[config.mk]
export PLATFORM = sky130hd
export DESIGN_NAME = framed_link_receiver
export DESIGN_NICKNAME = d
export VERILOG_FILES = /design/src/hdl/flr_pkg.sv /design/src/hdl/flr_cfg_regs.sv /design/src/hdl/flr_deframer.sv /design/src/hdl/flr_link_state.sv /design/src/hdl/framed_link_receiver.sv
export SDC_FILE = /design/constraint.sdc
export NUM_CORES = 1
export LEC_CHECK = 0
export BUFFER_PORTS_ARGS = -buffer_cell sky130_fd_sc_hd__buf_2
export CORE_MARGIN = 3
export CORE_UTILIZATION = 40
export DETAILED_ROUTE_END_ITERATION = 8
export GPL_TIMING_DRIVEN = 1
export PLACE_DENSITY_LB_ADDON = 0.12
export REMOVE_ABC_BUFFERS = 1
export SLEW_MARGIN = 40
export SYNTH_ARGS = -nofsm -noshare
export SYNTH_HDL_FRONTEND = slang
export SYNTH_SLANG_ARGS = --single-unit
[constraint.sdc]
create_clock -name clk -period 18.7 [get_ports clk]
set_clock_uncertainty 0.1 [all_clocks]
set_input_delay 5.61 -clock clk [delete_from_list [all_inputs] [get_ports clk]]
set_output_delay 5.61 -clock clk [all_outputs]
set_load 0.005 [all_outputs]
[src/hdl/flr_pkg.sv]
package flr_pkg;

  localparam int unsigned TIME_WIDTH_DEF = 32;
  localparam int unsigned CAP_DEPTH      = 7;
  localparam int unsigned CAP_IDX_W      = 3;
  localparam int unsigned ADDR_W         = 5;
  localparam int unsigned DATA_W         = 32;

  localparam logic [15:0] CRC_INIT = 16'hFFFF;
  localparam logic [15:0] CRC_POLY = 16'h1021;

  localparam logic [7:0] SYNC_FIRST  = 8'hAA;
  localparam logic [7:0] SYNC_SECOND = 8'h55;

  localparam logic [7:0]  CMD_TYPE_RST     = 8'd1;
  localparam logic [7:0]  HB_TYPE_RST      = 8'd2;
  localparam logic [7:0]  HB_SRC_RST       = 8'd2;
  localparam logic [7:0]  MAX_LEN_RST      = 8'd64;
  localparam logic [31:0] CMD_TIMEOUT_RST  = 32'd500;
  localparam logic [31:0] LINK_TIMEOUT_RST = 32'd1000;

  typedef enum logic [3:0] {
    PH_HUNT0,
    PH_HUNT1,
    PH_VER,
    PH_TYPE,
    PH_LEN,
    PH_SEQ,
    PH_PAY,
    PH_CRCL,
    PH_CRCH
  } phase_t;

  typedef enum logic [2:0] {
    EV_NONE,
    EV_CMD,
    EV_HB,
    EV_OTHER,
    EV_CRC,
    EV_LEN
  } ev_t;

  typedef enum logic [2:0] {
    REG_CMD_TYPE,
    REG_HB_TYPE,
    REG_HB_SRC,
    REG_MAX_LEN,
    REG_CMD_TIMEOUT,
    REG_LINK_TIMEOUT
  } reg_idx_t;

  typedef logic [CAP_DEPTH-1:0][7:0] cap_t;

  typedef struct packed {
    logic [7:0]  cmd_type;
    logic [7:0]  hb_type;
    logic [7:0]  hb_src;
    logic [7:0]  max_len;
    logic [31:0] cmd_timeout;
    logic [31:0] link_timeout;
  } cfg_t;

  // Outcome of the second CRC byte of a frame.
  typedef struct packed {
    logic       good;
    logic [7:0] seq;
    logic       is_cmd;
    logic       link_refresh;
  } frame_done_t;

  typedef struct packed {
    ev_t         ev;
    cap_t        cmd;
    logic [15:0] lost;
    logic        cmd_fresh;
    logic        link_fresh;
  } out_t;

  // CRC-16/CCITT-FALSE, one byte, MSB first.
  function automatic logic [15:0] crc16_byte(input logic [15:0] crc, input logic [7:0] b);
    logic [15:0] c;
    c = crc ^ {b, 8'h00};
    for (int k = 0; k < 8; k++) begin
      c = c[15] ? ((c << 1) ^ CRC_POLY) : (c << 1);
    end
    return c;
  endfunction

endpackage

[src/hdl/flr_cfg_regs.sv]
module flr_cfg_regs (
  input  logic                         clk,
  input  logic                         rst_n,
  input  logic                         psel,
  input  logic                         penable,
  input  logic                         pwrite,
  input  logic [flr_pkg::ADDR_W-1:0]   paddr,
  input  logic [flr_pkg::DATA_W-1:0]   pwdata,
  output logic [flr_pkg::DATA_W-1:0]   prdata,
  output logic                         pready,
  output flr_pkg::cfg_t                cfg
);

  flr_pkg::cfg_t     cfg_r;
  flr_pkg::reg_idx_t idx;
  logic              wr;

  assign idx    = flr_pkg::reg_idx_t'(paddr[flr_pkg::ADDR_W-1:2]);
  assign wr     = psel & penable & pwrite;
  assign pready = 1'b1;
  assign cfg    = cfg_r;

  always_ff @(posedge clk) begin
    if (!rst_n) begin
      cfg_r.cmd_type     <= flr_pkg::CMD_TYPE_RST;
      cfg_r.hb_type      <= flr_pkg::HB_TYPE_RST;
      cfg_r.hb_src       <= flr_pkg::HB_SRC_RST;
      cfg_r.max_len      <= flr_pkg::MAX_LEN_RST;
      cfg_r.cmd_timeout  <= flr_pkg::CMD_TIMEOUT_RST;
      cfg_r.link_timeout <= flr_pkg::LINK_TIMEOUT_RST;
    end else if (wr) begin
      case (idx)
        flr_pkg::REG_CMD_TYPE:     cfg_r.cmd_type     <= pwdata[7:0];
        flr_pkg::REG_HB_TYPE:      cfg_r.hb_type      <= pwdata[7:0];
        flr_pkg::REG_HB_SRC:       cfg_r.hb_src       <= pwdata[7:0];
        flr_pkg::REG_MAX_LEN:      cfg_r.max_len      <= pwdata[7:0];
        flr_pkg::REG_CMD_TIMEOUT:  cfg_r.cmd_timeout  <= pwdata;
        flr_pkg::REG_LINK_TIMEOUT: cfg_r.link_timeout <= pwdata;
        default: ;
      endcase
    end
  end

  always_comb begin
    case (idx)
      flr_pkg::REG_CMD_TYPE:     prdata = {24'd0, cfg_r.cmd_type};
      flr_pkg::REG_HB_TYPE:      prdata = {24'd0, cfg_r.hb_type};
      flr_pkg::REG_HB_SRC:       prdata = {24'd0, cfg_r.hb_src};
      flr_pkg::REG_MAX_LEN:      prdata = {24'd0, cfg_r.max_len};
      flr_pkg::REG_CMD_TIMEOUT:  prdata = cfg_r.cmd_timeout;
      flr_pkg::REG_LINK_TIMEOUT: prdata = cfg_r.link_timeout;
      default:                   prdata = '0;
    endcase
  end

endmodule

[src/hdl/flr_deframer.sv]
module flr_deframer (
  input  logic                 clk,
  input  logic                 rst_n,
  input  logic                 take,
  input  logic [7:0]           rx_byte,
  input  flr_pkg::cfg_t        cfg,
  output flr_pkg::ev_t         ev,
  output flr_pkg::frame_done_t done,
  output flr_pkg::cap_t        cap
);

  flr_pkg::phase_t phase_r, phase_nxt;
  logic [7:0]      type_r, type_nxt;
  logic [7:0]      len_r, len_nxt;
  logic [7:0]      idx_r, idx_nxt;
  logic [7:0]      seq_r, seq_nxt;
  logic [15:0]     crc_r, crc_nxt;
  logic [7:0]      crc_lo_r, crc_lo_nxt;
  flr_pkg::cap_t   cap_r;

  logic [15:0]     crc_upd;
  logic [7:0]      idx_inc;
  logic            is_cmd, is_hb, crc_ok;
  flr_pkg::ev_t    ev_raw;

  assign crc_upd = flr_pkg::crc16_byte((phase_r == flr_pkg::PH_VER) ? flr_pkg::CRC_INIT : crc_r,
                                       rx_byte);
  assign idx_inc = idx_r + 8'd1;
  assign crc_ok  = ({rx_byte, crc_lo_r} == crc_r);

  // Classify from header fields; a short command frame falls through to the heartbeat check.
  assign is_cmd = (type_r == cfg.cmd_type) && (len_r >= 8'(flr_pkg::CAP_DEPTH));
  assign is_hb  = (type_r == cfg.hb_type) && (len_r != 8'd0);

  always_comb begin
    phase_nxt  = phase_r;
    type_nxt   = type_r;
    len_nxt    = len_r;
    idx_nxt    = idx_r;
    seq_nxt    = seq_r;
    crc_nxt    = crc_r;
    crc_lo_nxt = crc_lo_r;
    ev_raw     = flr_pkg::EV_NONE;
    case (phase_r)
      flr_pkg::PH_HUNT0: begin
        if (rx_byte == flr_pkg::SYNC_FIRST) phase_nxt = flr_pkg::PH_HUNT1;
      end
      flr_pkg::PH_HUNT1: begin
        if (rx_byte == flr_pkg::SYNC_SECOND) phase_nxt = flr_pkg::PH_VER;
        else if (rx_byte != flr_pkg::SYNC_FIRST) phase_nxt = flr_pkg::PH_HUNT0;
      end
      flr_pkg::PH_VER: begin
        crc_nxt   = crc_upd;
        phase_nxt = flr_pkg::PH_TYPE;
      end
      flr_pkg::PH_TYPE: begin
        type_nxt  = rx_byte;
        crc_nxt   = crc_upd;
        phase_nxt = flr_pkg::PH_LEN;
      end
      flr_pkg::PH_LEN: begin
        if (rx_byte > cfg.max_len) begin
          phase_nxt = flr_pkg::PH_HUNT0;
          ev_raw    = flr_pkg::EV_LEN;
        end else begin
          len_nxt   = rx_byte;
          crc_nxt   = crc_upd;
          phase_nxt = flr_pkg::PH_SEQ;
        end
      end
      flr_pkg::PH_SEQ: begin
        seq_nxt   = rx_byte;
        crc_nxt   = crc_upd;
        idx_nxt   = 8'd0;
        phase_nxt = (len_r != 8'd0) ? flr_pkg::PH_PAY : flr_pkg::PH_CRCL;
      end
      flr_pkg::PH_PAY: begin
        crc_nxt = crc_upd;
        idx_nxt = idx_inc;
        if (idx_inc >= len_r) phase_nxt = flr_pkg::PH_CRCL;
      end
      flr_pkg::PH_CRCL: begin
        crc_lo_nxt = rx_byte;
        phase_nxt  = flr_pkg::PH_CRCH;
      end
      flr_pkg::PH_CRCH: begin
        phase_nxt = flr_pkg::PH_HUNT0;
        if (!crc_ok)     ev_raw = flr_pkg::EV_CRC;
        else if (is_cmd) ev_raw = flr_pkg::EV_CMD;
        else if (is_hb)  ev_raw = flr_pkg::EV_HB;
        else             ev_raw = flr_pkg::EV_OTHER;
      end
      default: begin
        phase_nxt = flr_pkg::PH_HUNT0;
      end
    endcase
  end

  assign ev                = take ? ev_raw : flr_pkg::EV_NONE;
  assign done.good         = take && (phase_r == flr_pkg::PH_CRCH) && crc_ok;
  assign done.seq          = seq_r;
  assign done.is_cmd       = is_cmd;
  assign done.link_refresh = is_cmd || (is_hb && (cap_r[0] == cfg.hb_src));
  assign cap               = cap_r;

  always_ff @(posedge clk) begin
    if (!rst_n) begin
      phase_r  <= flr_pkg::PH_HUNT0;
      type_r   <= '0;
      len_r    <= '0;
      idx_r    <= '0;
      seq_r    <= '0;
      crc_r    <= flr_pkg::CRC_INIT;
      crc_lo_r <= '0;
    end else if (take) begin
      phase_r  <= phase_nxt;
      type_r   <= type_nxt;
      len_r    <= len_nxt;
      idx_r    <= idx_nxt;
      seq_r    <= seq_nxt;
      crc_r    <= crc_nxt;
      crc_lo_r <= crc_lo_nxt;
    end
  end

  // Keep the first payload bytes; later bytes only feed the CRC.
  always_ff @(posedge clk) begin
    if (take && (phase_r == flr_pkg::PH_PAY) && (idx_r < 8'(flr_pkg::CAP_DEPTH))) begin
      cap_r[idx_r[flr_pkg::CAP_IDX_W-1:0]] <= rx_byte;
    end
  end

endmodule

[src/hdl/flr_link_state.sv]
module flr_link_state #(
  parameter int unsigned TIME_WIDTH = flr_pkg::TIME_WIDTH_DEF
) (
  input  logic                  clk,
  input  logic                  rst_n,
  input  flr_pkg::frame_done_t  done,
  input  flr_pkg::cap_t         cap,
  input  logic [TIME_WIDTH-1:0] now_t,
  input  flr_pkg::cfg_t         cfg,
  output flr_pkg::cap_t         cmd,
  output logic [15:0]           lost,
  output logic                  cmd_fresh,
  output logic                  link_fresh
);

  logic                  seq_seen_r, seq_seen_nxt;
  logic [7:0]            last_seq_r, last_seq_nxt;
  logic [15:0]           lost_r, lost_nxt;
  flr_pkg::cap_t         cmd_r, cmd_nxt;
  logic [TIME_WIDTH-1:0] cmd_time_r, cmd_time_nxt;
  logic                  cmd_taken_r, cmd_taken_nxt;
  logic [TIME_WIDTH-1:0] link_time_r, link_time_nxt;
  logic                  link_seen_r, link_seen_nxt;

  logic [7:0]            delta;
  logic [TIME_WIDTH-1:0] cmd_age, link_age;

  assign delta = done.seq - last_seq_r;

  always_comb begin
    seq_seen_nxt  = seq_seen_r;
    last_seq_nxt  = last_seq_r;
    lost_nxt      = lost_r;
    cmd_nxt       = cmd_r;
    cmd_time_nxt  = cmd_time_r;
    cmd_taken_nxt = cmd_taken_r;
    link_time_nxt = link_time_r;
    link_seen_nxt = link_seen_r;
    if (done.good) begin
      if (seq_seen_r && (delta > 8'd1)) lost_nxt = lost_r + {8'd0, delta} - 16'd1;
      last_seq_nxt = done.seq;
      seq_seen_nxt = 1'b1;
      if (done.is_cmd) begin
        cmd_nxt       = cap;
        cmd_time_nxt  = now_t;
        cmd_taken_nxt = 1'b1;
      end
      if (done.link_refresh) begin
        link_time_nxt = now_t;
        link_seen_nxt = 1'b1;
      end
    end
  end

  // Judge freshness after this byte has been taken.
  assign cmd_age    = now_t - cmd_time_nxt;
  assign link_age   = now_t - link_time_nxt;
  assign cmd_fresh  = cmd_taken_nxt && (32'(cmd_age) < cfg.cmd_timeout);
  assign link_fresh = link_seen_nxt && (32'(link_age) < cfg.link_timeout);
  assign cmd        = cmd_nxt;
  assign lost       = lost_nxt;

  always_ff @(posedge clk) begin
    if (!rst_n) begin
      seq_seen_r  <= 1'b0;
      last_seq_r  <= '0;
      lost_r      <= '0;
      cmd_r       <= '0;
      cmd_time_r  <= '0;
      cmd_taken_r <= 1'b0;
      link_time_r <= '0;
      link_seen_r <= 1'b0;
    end else begin
      seq_seen_r  <= seq_seen_nxt;
      last_seq_r  <= last_seq_nxt;
      lost_r      <= lost_nxt;
      cmd_r       <= cmd_nxt;
      cmd_time_r  <= cmd_time_nxt;
      cmd_taken_r <= cmd_taken_nxt;
      link_time_r <= link_time_nxt;
      link_seen_r <= link_seen_nxt;
    end
  end

endmodule

[src/hdl/framed_link_receiver.sv]
// Byte-wise receiver for a sync-headed framed link with CRC-16/CCITT-FALSE.
// Input channel (in_valid/in_stall): one transfer per received byte, with
// in_mode, in_rx_byte and in_now_ms. in_mode 1 is a freshness query only;
// the byte is ignored and no state changes.
// Output channel (out_valid/out_stall): exactly one result transfer per input
// transfer, in order: frame event, the seven latched command bytes, the
// sequence-gap loss count and the command and link freshness flags.
// The result is registered: out_valid rises in the cycle after an input
// transfer; throughput is one item per cycle while out_stall is low, set by
// the single pass through the parser, the CRC byte update and the age
// compares between the parser state and the result register.
// When the receiver stalls, the result register holds its transfer and
// in_stall rises in the same cycle; it drops as soon as the result is taken,
// so a new byte may enter in the cycle the old result leaves.
// Reset (rst_n low, synchronous): parser back to sync hunt, CRC to 0xFFFF,
// loss count, command bytes and freshness history cleared, registers to
// their defaults, output empty. No clearing pass is needed.
// Configuration uses an APB-style port, one 32-bit register per word;
// write it only while no item is in flight.
module framed_link_receiver #(
  parameter int unsigned TIME_WIDTH = flr_pkg::TIME_WIDTH_DEF
) (
  input  logic                       clk,
  input  logic                       rst_n,
  // input channel
  input  logic                       in_valid,
  output logic                       in_stall,
  input  logic                       in_mode,
  input  logic [7:0]                 in_rx_byte,
  input  logic [31:0]                in_now_ms,
  // result channel
  output logic                       out_valid,
  input  logic                       out_stall,
  output logic [2:0]                 out_frame_event,
  output logic signed [7:0]          out_left_target,
  output logic signed [7:0]          out_right_target,
  output logic [7:0]                 out_pan_target,
  output logic [7:0]                 out_tilt_target,
  output logic [7:0]                 out_laser_command,
  output logic [7:0]                 out_mode_command,
  output logic [7:0]                 out_flag_bits,
  output logic [15:0]                out_lost_frames,
  output logic                       out_command_fresh,
  output logic                       out_link_fresh,
  // configuration port
  input  logic                       psel,
  input  logic                       penable,
  input  logic                       pwrite,
  input  logic [flr_pkg::ADDR_W-1:0] paddr,
  input  logic [flr_pkg::DATA_W-1:0] pwdata,
  output logic [flr_pkg::DATA_W-1:0] prdata,
  output logic                       pready
);

  flr_pkg::cfg_t        cfg;
  flr_pkg::ev_t         ev;
  flr_pkg::frame_done_t done;
  flr_pkg::cap_t        cap;
  flr_pkg::out_t        res, out_r;
  logic                 out_valid_r, out_valid_nxt;
  logic                 in_xfer, take;

  // Accept while the result register is empty or is being drained.
  assign in_stall = out_valid_r & out_stall;
  assign in_xfer  = in_valid & ~in_stall;
  assign take     = in_xfer & ~in_mode;

  flr_cfg_regs u_cfg (
    .clk     (clk),
    .rst_n   (rst_n),
    .psel    (psel),
    .penable (penable),
    .pwrite  (pwrite),
    .paddr   (paddr),
    .pwdata  (pwdata),
    .prdata  (prdata),
    .pready  (pready),
    .cfg     (cfg)
  );

  flr_deframer u_deframer (
    .clk     (clk),
    .rst_n   (rst_n),
    .take    (take),
    .rx_byte (in_rx_byte),
    .cfg     (cfg),
    .ev      (ev),
    .done    (done),
    .cap     (cap)
  );

  flr_link_state #(
    .TIME_WIDTH (TIME_WIDTH)
  ) u_link (
    .clk        (clk),
    .rst_n      (rst_n),
    .done       (done),
    .cap        (cap),
    .now_t      (in_now_ms[TIME_WIDTH-1:0]),
    .cfg        (cfg),
    .cmd        (res.cmd),
    .lost       (res.lost),
    .cmd_fresh  (res.cmd_fresh),
    .link_fresh (res.link_fresh)
  );

  assign res.ev = ev;

  // Hold the result while the receiver stalls; load on every input transfer.
  assign out_valid_nxt = in_xfer | (out_valid_r & out_stall);

  always_ff @(posedge clk) begin
    if (!rst_n) begin
      out_valid_r <= 1'b0;
    end else begin
      out_valid_r <= out_valid_nxt;
    end
  end

  always_ff @(posedge clk) begin
    if (in_xfer) begin
      out_r <= res;
    end
  end

  assign out_valid         = out_valid_r;
  assign out_frame_event   = out_r.ev;
  assign out_left_target   = $signed(out_r.cmd[0]);
  assign out_right_target  = $signed(out_r.cmd[1]);
  assign out_pan_target    = out_r.cmd[2];
  assign out_tilt_target   = out_r.cmd[3];
  assign out_laser_command = out_r.cmd[4];
  assign out_mode_command  = out_r.cmd[5];
  assign out_flag_bits     = out_r.cmd[6];
  assign out_lost_frames   = out_r.lost;
  assign out_command_fresh = out_r.cmd_fresh;
  assign out_link_fresh    = out_r.link_fresh;

endmodule

==> summary.txt, run 1 <==
Yosys
  – Post-Synthesis Cells: about 2500
  – Cell Area, Synth: 23200 um^2
  – Top post-synthesis cells by area: dfxtp_1, edfxtp_1, ha_1, nand2_1, mux2i_1
  – Commonest cells in the synthesized netlist: nand2_1, dfxtp_1, ha_1
  – Yosys top cell area share: 0.262
  – Post-synth top area cell: dfxtp_1
  – Avg Inst Size Synth: approximately 9.4 um^2
  – Top FF cell, synth: dfxtp_1
  – Top-count cell post-synth: nand2_1
  – Sequential share of the synthesized area: 0.434
  – Synth Register Bits: about 440
  – Yosys cell types: 79
  – Post-synth EDFFs: around 130
  – Post-synth ARST share: 0
  – Synth warnings: 0

Cells and area
  – Fin cells: 3425
  – Layout cell share with drive strength beyond 1: 0.132
  – Register Area: 10100 um^2
  – Post-layout instance area: ~27000 um^2
  – Multi-input gate area: about 12000 um^2
  – NumNets Final: 2885
  – Area grow syn2layout: 15.4%
  – # fillers: around 5500

Power
  – Int Pwr: about 1.7 mW
  – Part of the power in registers: 0.439
  – Combinational share of power: 0.084
  – Peak supply drop: 0.0662 mV
  – Power Total: roughly 2.3 mW
  – Power Dens Cells: between 80 and 90 nW/um^2
  – Leak pwr: 10.7 nW
  – Net Switching: approximately 0.53 mW
  – Clock power share: 0.477
  – Switching part of the total: 0.235

Clock tree
  – Sinks on Clock Net: around 440
  – Clock Latency Late Sink: roughly 0.61 ns
  – CTS tree: built
  – CTS Buffer Depth: 3
  – Cts hold-fix bufs: 0
  – H-tree depth: 2
  – Setup Buffers After CTS: 0
  – Root Buffer: clkbuf_16
  – Inserted Clock Buffers: 50
  – Cts repair resizes: 0
  – Clock transition at the registers of the reported paths: 0.06 ns

Global routing
  – Vias in the first global route: roughly 17000
  – Antenna violations before repair: 2
  – GRT Residual Overflow: 0
  – Pin count of the biggest net entering global routing: roughly 130
  – Global-route wire length before repair: about 95000 um
  – GRT Overall Usage: 0.197

Floorplan
  – Die Area: 61000 um^2
  – Die H: around 250 um
  – Initial Utilization: 0.408
  – DIE WIDTH: roughly 250 um
  – Core area: around 57000 um^2
  – Top Ports: 197
  – Row count: a little under 90

Placed design
  – Final GP Congestion: 0.883
  – DP Area: roughly 25000 um^2
  – Cell count after placement: between 3000 and 4000
  – Final HPWL DP: 42200 um
  – Port Buf Inserts: a little under 200

STA
  – Setup_tns: 0 ns
  – Post-route clock period utilization: 0.699
  – RSZ-0062 raised after global routing: false
  – Max-slew violations: 0
  – Final Hold Vio Count: 0
  – Slew margin rel.: 0.412
  – Final min period: 13.07 ns
  – Fmax: 0.0765 GHz
  – # setup viols final: 0
  – Slew at the pin with the worst max-slew slack: 0.875 ns

Routing
  – DR vias/cell: 5.13
  – Drt initial violations: 1034
  – ANT nets after route: 0
  – Drt total wl: roughly 61000 um
  – Drt drc: 0
  – DR pass1 iterations: 5
  – Via Count: approximately 18000
  – Per-cell routed wire length: between 15 and 20 um

Critical path
  – Most frequent CP cell: o21ai_0
  – Crit end category: flip-flop
  – Crit Path Max Fanout: 35
  – Critical Path Max Stage Delay: around 0.52 ns
  – CP required: 19.06 ns
  – Data arrival time of the worst path: ~13 ns
  – Crit Path Category: input port to flip-flop
  – CP top delay family: compound AO/OA/AOI/OAI gates
  – CP Buf/Inv Count: 2
  – Startpoint Class: input port
  – Slowest cell on the critical path: buf_4

Worst hold path
  – Hold Path Class: flip-flop to flip-flop

Status
  – Status: completed

Flow run
  – Max Cap Viol: 0
## state kept, by name, indices dropped and copies added, names as in the netlist, 16 cells and up
register	flops
out_lost_frames	16
u_deframer.crc_r	16
u_deframer.cap	56
u_link.lost_r	16
u_link.cmd_time_r	32
u_link.cmd_r	56
u_cfg.cfg	96
u_link.link_time_r	32
## power groups by stage
stage | logic [mW] | clock network, mW | registers, mW
final | 0.190 | 1.08 | 0.992
after global routing | 0.212 | 1.15 | 0.992
after CTS | 0.190 | 1.11 | 0.992
after detailed placement | 0.188 | 0 | 1.01
after global placement | 0.186 | 0 | 1.01
after floorplan | 0.110 | 0 | 1.01
## worst paths after layout
kind | from | end | slack (ns) | depth (start not counted)
worst min register to register | u_cfg.cfg[33]$_SDFFE_PN0P_ | u_cfg.cfg[33]$_SDFFE_PN0P_ | 0.37 | 2
worst min-delay path | u_cfg.cfg[33]$_SDFFE_PN0P_ | u_cfg.cfg[33]$_SDFFE_PN0P_ | 0.37 | 2
worst max-delay path | in_rx_byte[4] | out_command_fresh$_DFFE_PN_ | 5.63 | 31
worst max register to register | out_valid$_SDFF_PN0_ | out_command_fresh$_DFFE_PN_ | 10.47 | 31
## cells in the final DEF, fill, tap and decap left out, types with 7 or more instances in the layout
cell type	instances
nand2_1	417
dfxtp_1	304
buf_2	192
ha_1	170
inv_1	147
nor2b_1	141
edfxtp_1	133
mux2i_1	130
xnor2_1	82
and2_1	81
a21oi_1	79
a21boi_0	77
o21ai_0	74
nor2_1	73
xor2_1	68
clkbuf_16	51
a21o_1	43
nand3_1	30
o21a_1	26
a22o_1	24
buf_4	23
o211ai_1	21
nor3_1	19
nand4_1	18
nand2b_1	17
nor4_1	16
or3_1	13
clkinv_2	11
a31oi_1	10
a22oi_1	10
bufinv_16	10
o21bai_1	9
o22ai_1	9
mux2_2	9
and3_1	7
nor2_2	7
a211oi_1	7
clkbuf_8	7
## tightest hold or removal path, delay by kind of cell, from the launching register on
kind,cells,cell delay [ns]
AO/OA/AOI/OAI,1,0.06
flip-flops,1,0.31
AND/OR/NAND/NOR,1,0.04
## logic make-up (layout without fill, tap and decap cells)
| kind of cell | count (synthesis) | count (layout) | synth area share |
|---|---|---|---|
| simple gates | 875 | 875 | 0.181 |
| flops | 437 | 437 | 0.434 |
| compound gates | 433 | 433 | 0.128 |
| buf+inv | 254 | 458 | 0.0433 |
| fa+ha+maj | 174 | 174 | 0.0950 |
| xor+xnor | 150 | 150 | 0.0566 |
| mux | 140 | 140 | 0.0614 |
| other cells | 1 | 2 | 0.000161 |
## cell type report
cell class / count / share of cell area
Multi-Input combinational cell: 1773 / 0.456
Sequential cell: 437 / 0.376
Clock buffer: 62 / 0.0514
Timing Repair Buffer: 217 / 0.0432
Tap cell: 756 / 0.0353
Inverter: 147 / 0.0206
Clock inverter: 32 / 0.0176
Antenna cell: 1 / 0.0000934
## metrics by stage
| step | util | hold slack [ns] | worst slack, ns |
|---|---|---|---|
| 5_1_grt | 0.471 | 0.401 | 5.11 |
| 2_1_floorplan | - | 0.341 | -0.675 |
| 3_5_place_dp | 0.438 | 0.355 | 5.13 |
| 3_3_place_gp | 0.438 | 0.350 | 5.29 |
| 4_1_cts | 0.471 | 0.368 | 5.71 |
| 6_report | 0.471 | 0.366 | 5.63 |
## per-layer routing
| metal | global-route usage | part of all wire | vias to the layer above | wire length [um] |
|---|---|---|---|---|
| met5 | 0 | 0 | - | 0 |
| met4 | 0.0440 | 0.019 | 0 | 1140 |
| met3 | 0.0274 | 0.048 | 78 | 2910 |
| met2 | 0.318 | 0.45 | 356 | 27500 |
| met1 | 0.281 | 0.48 | 8333 | 29000 |
| li1 | - | - | 8790 | - |
Power figures use the tool's default switching activity.
==> run 2, diff against run 1 <==
- clock period: 18.7 -> 11.5 ns (I/O delays scaled with it)
==> summary.txt, run 2 (synthesis gave the netlist of run 1 again) <==
Status
  – Status: completed

STA
  – Slew at the pin with the worst max-slew slack: 0.791 ns (-0.0841 ns)
  – Post-route clock period utilization: 0.885
  – RSZ-0062 raised after global routing: false
  – Final min period: a little over 10 ns
  – PnR worst setup slack: 1.33 ns (-4.30 ns)
  – Slew margin rel.: 0.473 (+0.0611)
  – Fmax: a little under 0.1 GHz
  – # setup viols final: 0 (unchanged)
  – Final hold slack: 0.366 ns (+0.0000590 ns)
  – Max-slew violations: 0 (unchanged)
  – Final Hold Vio Count: 0 (unchanged)

Routing
  – DR pass1 iterations: 6 (+1)
  – Drt drc: 0 (unchanged)
  – Per-cell routed wire length: 17.6 um (-0.26%)
  – Drt total wl: 60500 um (-0.14%)
  – ANT nets after route: 0 (unchanged)
  – Metal3 WL: 2830 um (-2.7%)
  – Drt initial violations: 992 (-4.1%)
  – Top Layer Used: met4
  – Via Count: 17484 (-0.42%)
  – DR vias/cell: 5.10 (-0.53%)
  – Met1 WL: 29500 um (+1.6%)
  – Met2 wire len: 27100 um (-1.4%)

Placed design
  – Final HPWL DP: 42700 um (+1.2%)
  – Final GP Congestion: 0.890 (+0.80%)
  – Port Buf Inserts: 193 (unchanged)
  – Pre-CTS setup slack: 0.866 ns (-4.26 ns)
  – DP Area: 25000 um^2 (+0.30%)

Critical path
  – Critical Path Start: in_rx_byte[4]
  – Crit Path Category: input port to flip-flop
  – Crit Path Max Fanout: 15 (-57%)
  – Crit end category: flip-flop
  – Crit path capture: out_command_fresh$_DFFE_PN_
  – Reg2reg start: u_deframer.crc_r[12]$_SDFFE_PN1P_
  – Worst r2r dst: out_command_fresh$_DFFE_PN_
  – Critical Path Max Stage Delay: 0.67 ns (+0.15 ns)
  – Slowest cell on the critical path: o21ai_0
  – R2R cell count: 29 (-6.5%)
  – Startpoint Class: input port
  – Data arrival time of the worst path: 10.51 ns (-2.92 ns)
  – Most frequent CP cell: o21ai_0
  – CP required: 11.84 ns (-7.22 ns)
  – R2R setup slack: 3.86 ns (-6.61 ns)

Floorplan
  – Top Ports: 197 (unchanged)
  – Die Area: 61000 um^2 (unchanged)
  – Die H: 247 um (unchanged)
  – DIE WIDTH: 247 um (unchanged)
  – Row count: 87 (unchanged)
  – Initial Utilization: 0.408 (unchanged)
  – Core area: 56900 um^2 (unchanged)

Cells and area
  – Max FFs per register: 96 (unchanged)
  – NumNets Final: 2893 (+0.28%)
  – # fillers: 5426 (-1.1%)
  – Layout cell share with drive strength beyond 1: 0.131 (-0.000197)
  – Post-layout instance area: 26600 um^2 (-0.65%)
  – Core Util, Final: 0.468 (-0.00308)
  – Multi-input gate area: 12200 um^2 (about the same)
  – Commonest non-fill, non-tap cell in the layout: nand2_1
  – Area grow syn2layout: 14.6%
  – Commonest cells after routing, fill and taps aside: nand2_1, dfxtp_1, buf_2
  – Register Area: 10100 um^2 (unchanged)

Power
  – Peak supply drop: 0.0976 mV (+47%)
  – Leak pwr: 10.6 nW (-0.61%)
  – Power Dens Cells: 131 nW/um^2 (+55%)

Worst hold path
  – HP Start: u_link.seq_seen_r$_SDFFE_PN0N_
  – Hold path cells: 1 (-1)
  – Hold Path Class: flip-flop to flip-flop

Clock tree
  – CTS Buffer Depth: 3 (unchanged)
  – Inserted Clock Buffers: 48 (-4.0%)
  – Cts repair resizes: 0 (unchanged)
  – H-tree depth: 2 (unchanged)
  – Sinks on Clock Net: 437 (unchanged)
  – Root Buffer: clkbuf_16
  – CTS tree: built
  – Setup Buffers After CTS: 0 (unchanged)
  – Cts hold-fix bufs: 0 (unchanged)
  – Clock Latency Late Sink: 0.61 ns (about the same)
  – Clock transition at the registers of the reported paths: 0.06 ns (about the same)

Flow run
  – Max Cap Viol: 0 (unchanged)

Global routing
  – Antenna violations before repair: 2 (unchanged)
  – GRT Residual Overflow: 0 (unchanged)
  – GRT Overall Usage: 0.196 (-0.00165)
  – Pin count of the biggest net entering global routing: 144 (+15%)
  – Global-route wire length before repair: 93900 um (-0.95%)
  – Vias in the first global route: 16806 (-1.8%)
run 2: changes by cell type in the layout (fill, tap and decap cells not counted), moves of 2 or more:
cell and change:
buf_4 +11, clkbuf_1 +6, bufinv_16 -7, clkbuf_16 -3, clkinv_1 -3, clkinvlp_4 -2
clkinv_4 +2
run 2: how the worst min path moves through the flow:
stage,slack (ns),end
2_1_floorplan,0.34,u_link.seq_seen_r$_SDFFE_PN0N_
3_3_place_gp,0.35,u_link.cmd_taken_r$_SDFF_PN0_
3_5_place_dp,0.36,u_link.cmd_taken_r$_SDFF_PN0_
4_1_cts,0.37,u_link.cmd_taken_r$_SDFF_PN0_
5_1_grt,0.39,u_cfg.cfg[33]$_SDFFE_PN0P_
6_report,0.37,u_link.seq_seen_r$_SDFFE_PN0N_
run 2: layer usage:
metal,up-vias,track usage
li1,8816,-
met1,8234,0.279
met2,362,0.314
met3,72,0.0282
met4,0,0.0426
met5,-,0
run 2: metrics by stage:
stage	TNS (ns)	instances	power, mW
floorplan	-224.96	2357	1.83
global placement	0	3340	1.95
detailed placement	0	3340	1.95
CTS	0	3428	3.52
global route	0	3428	3.62
finish	0	3429	3.48
run 2: cell type report:
type                    count  share of cell area
multi-input cells        1773               0.459
flip-flops and latches    437               0.379
clock buffers              67              0.0508
repair buffers            227              0.0462
well taps                 756              0.0355
inverters                 147              0.0207
clock inverters            21             0.00949
diodes                      1           0.0000940
run 2: critical path: cells and delay by family:
family	cells	cell delay, ns
compound gates	15	3.71
simple gates	8	1.77
fa+ha+maj	2	0.62
buf+inv	2	0.44
xor+xnor	2	0.33
mux	1	0.16
run 2: where the power goes:
group          internal, mW  switching (mW)  total, mW  leakage [nW]
clock network         0.897           0.656       1.55         0.788
logic                 0.128           0.182      0.310          6.11
registers              1.60         0.00907       1.61          3.72
total                  2.63           0.846       3.48          10.6
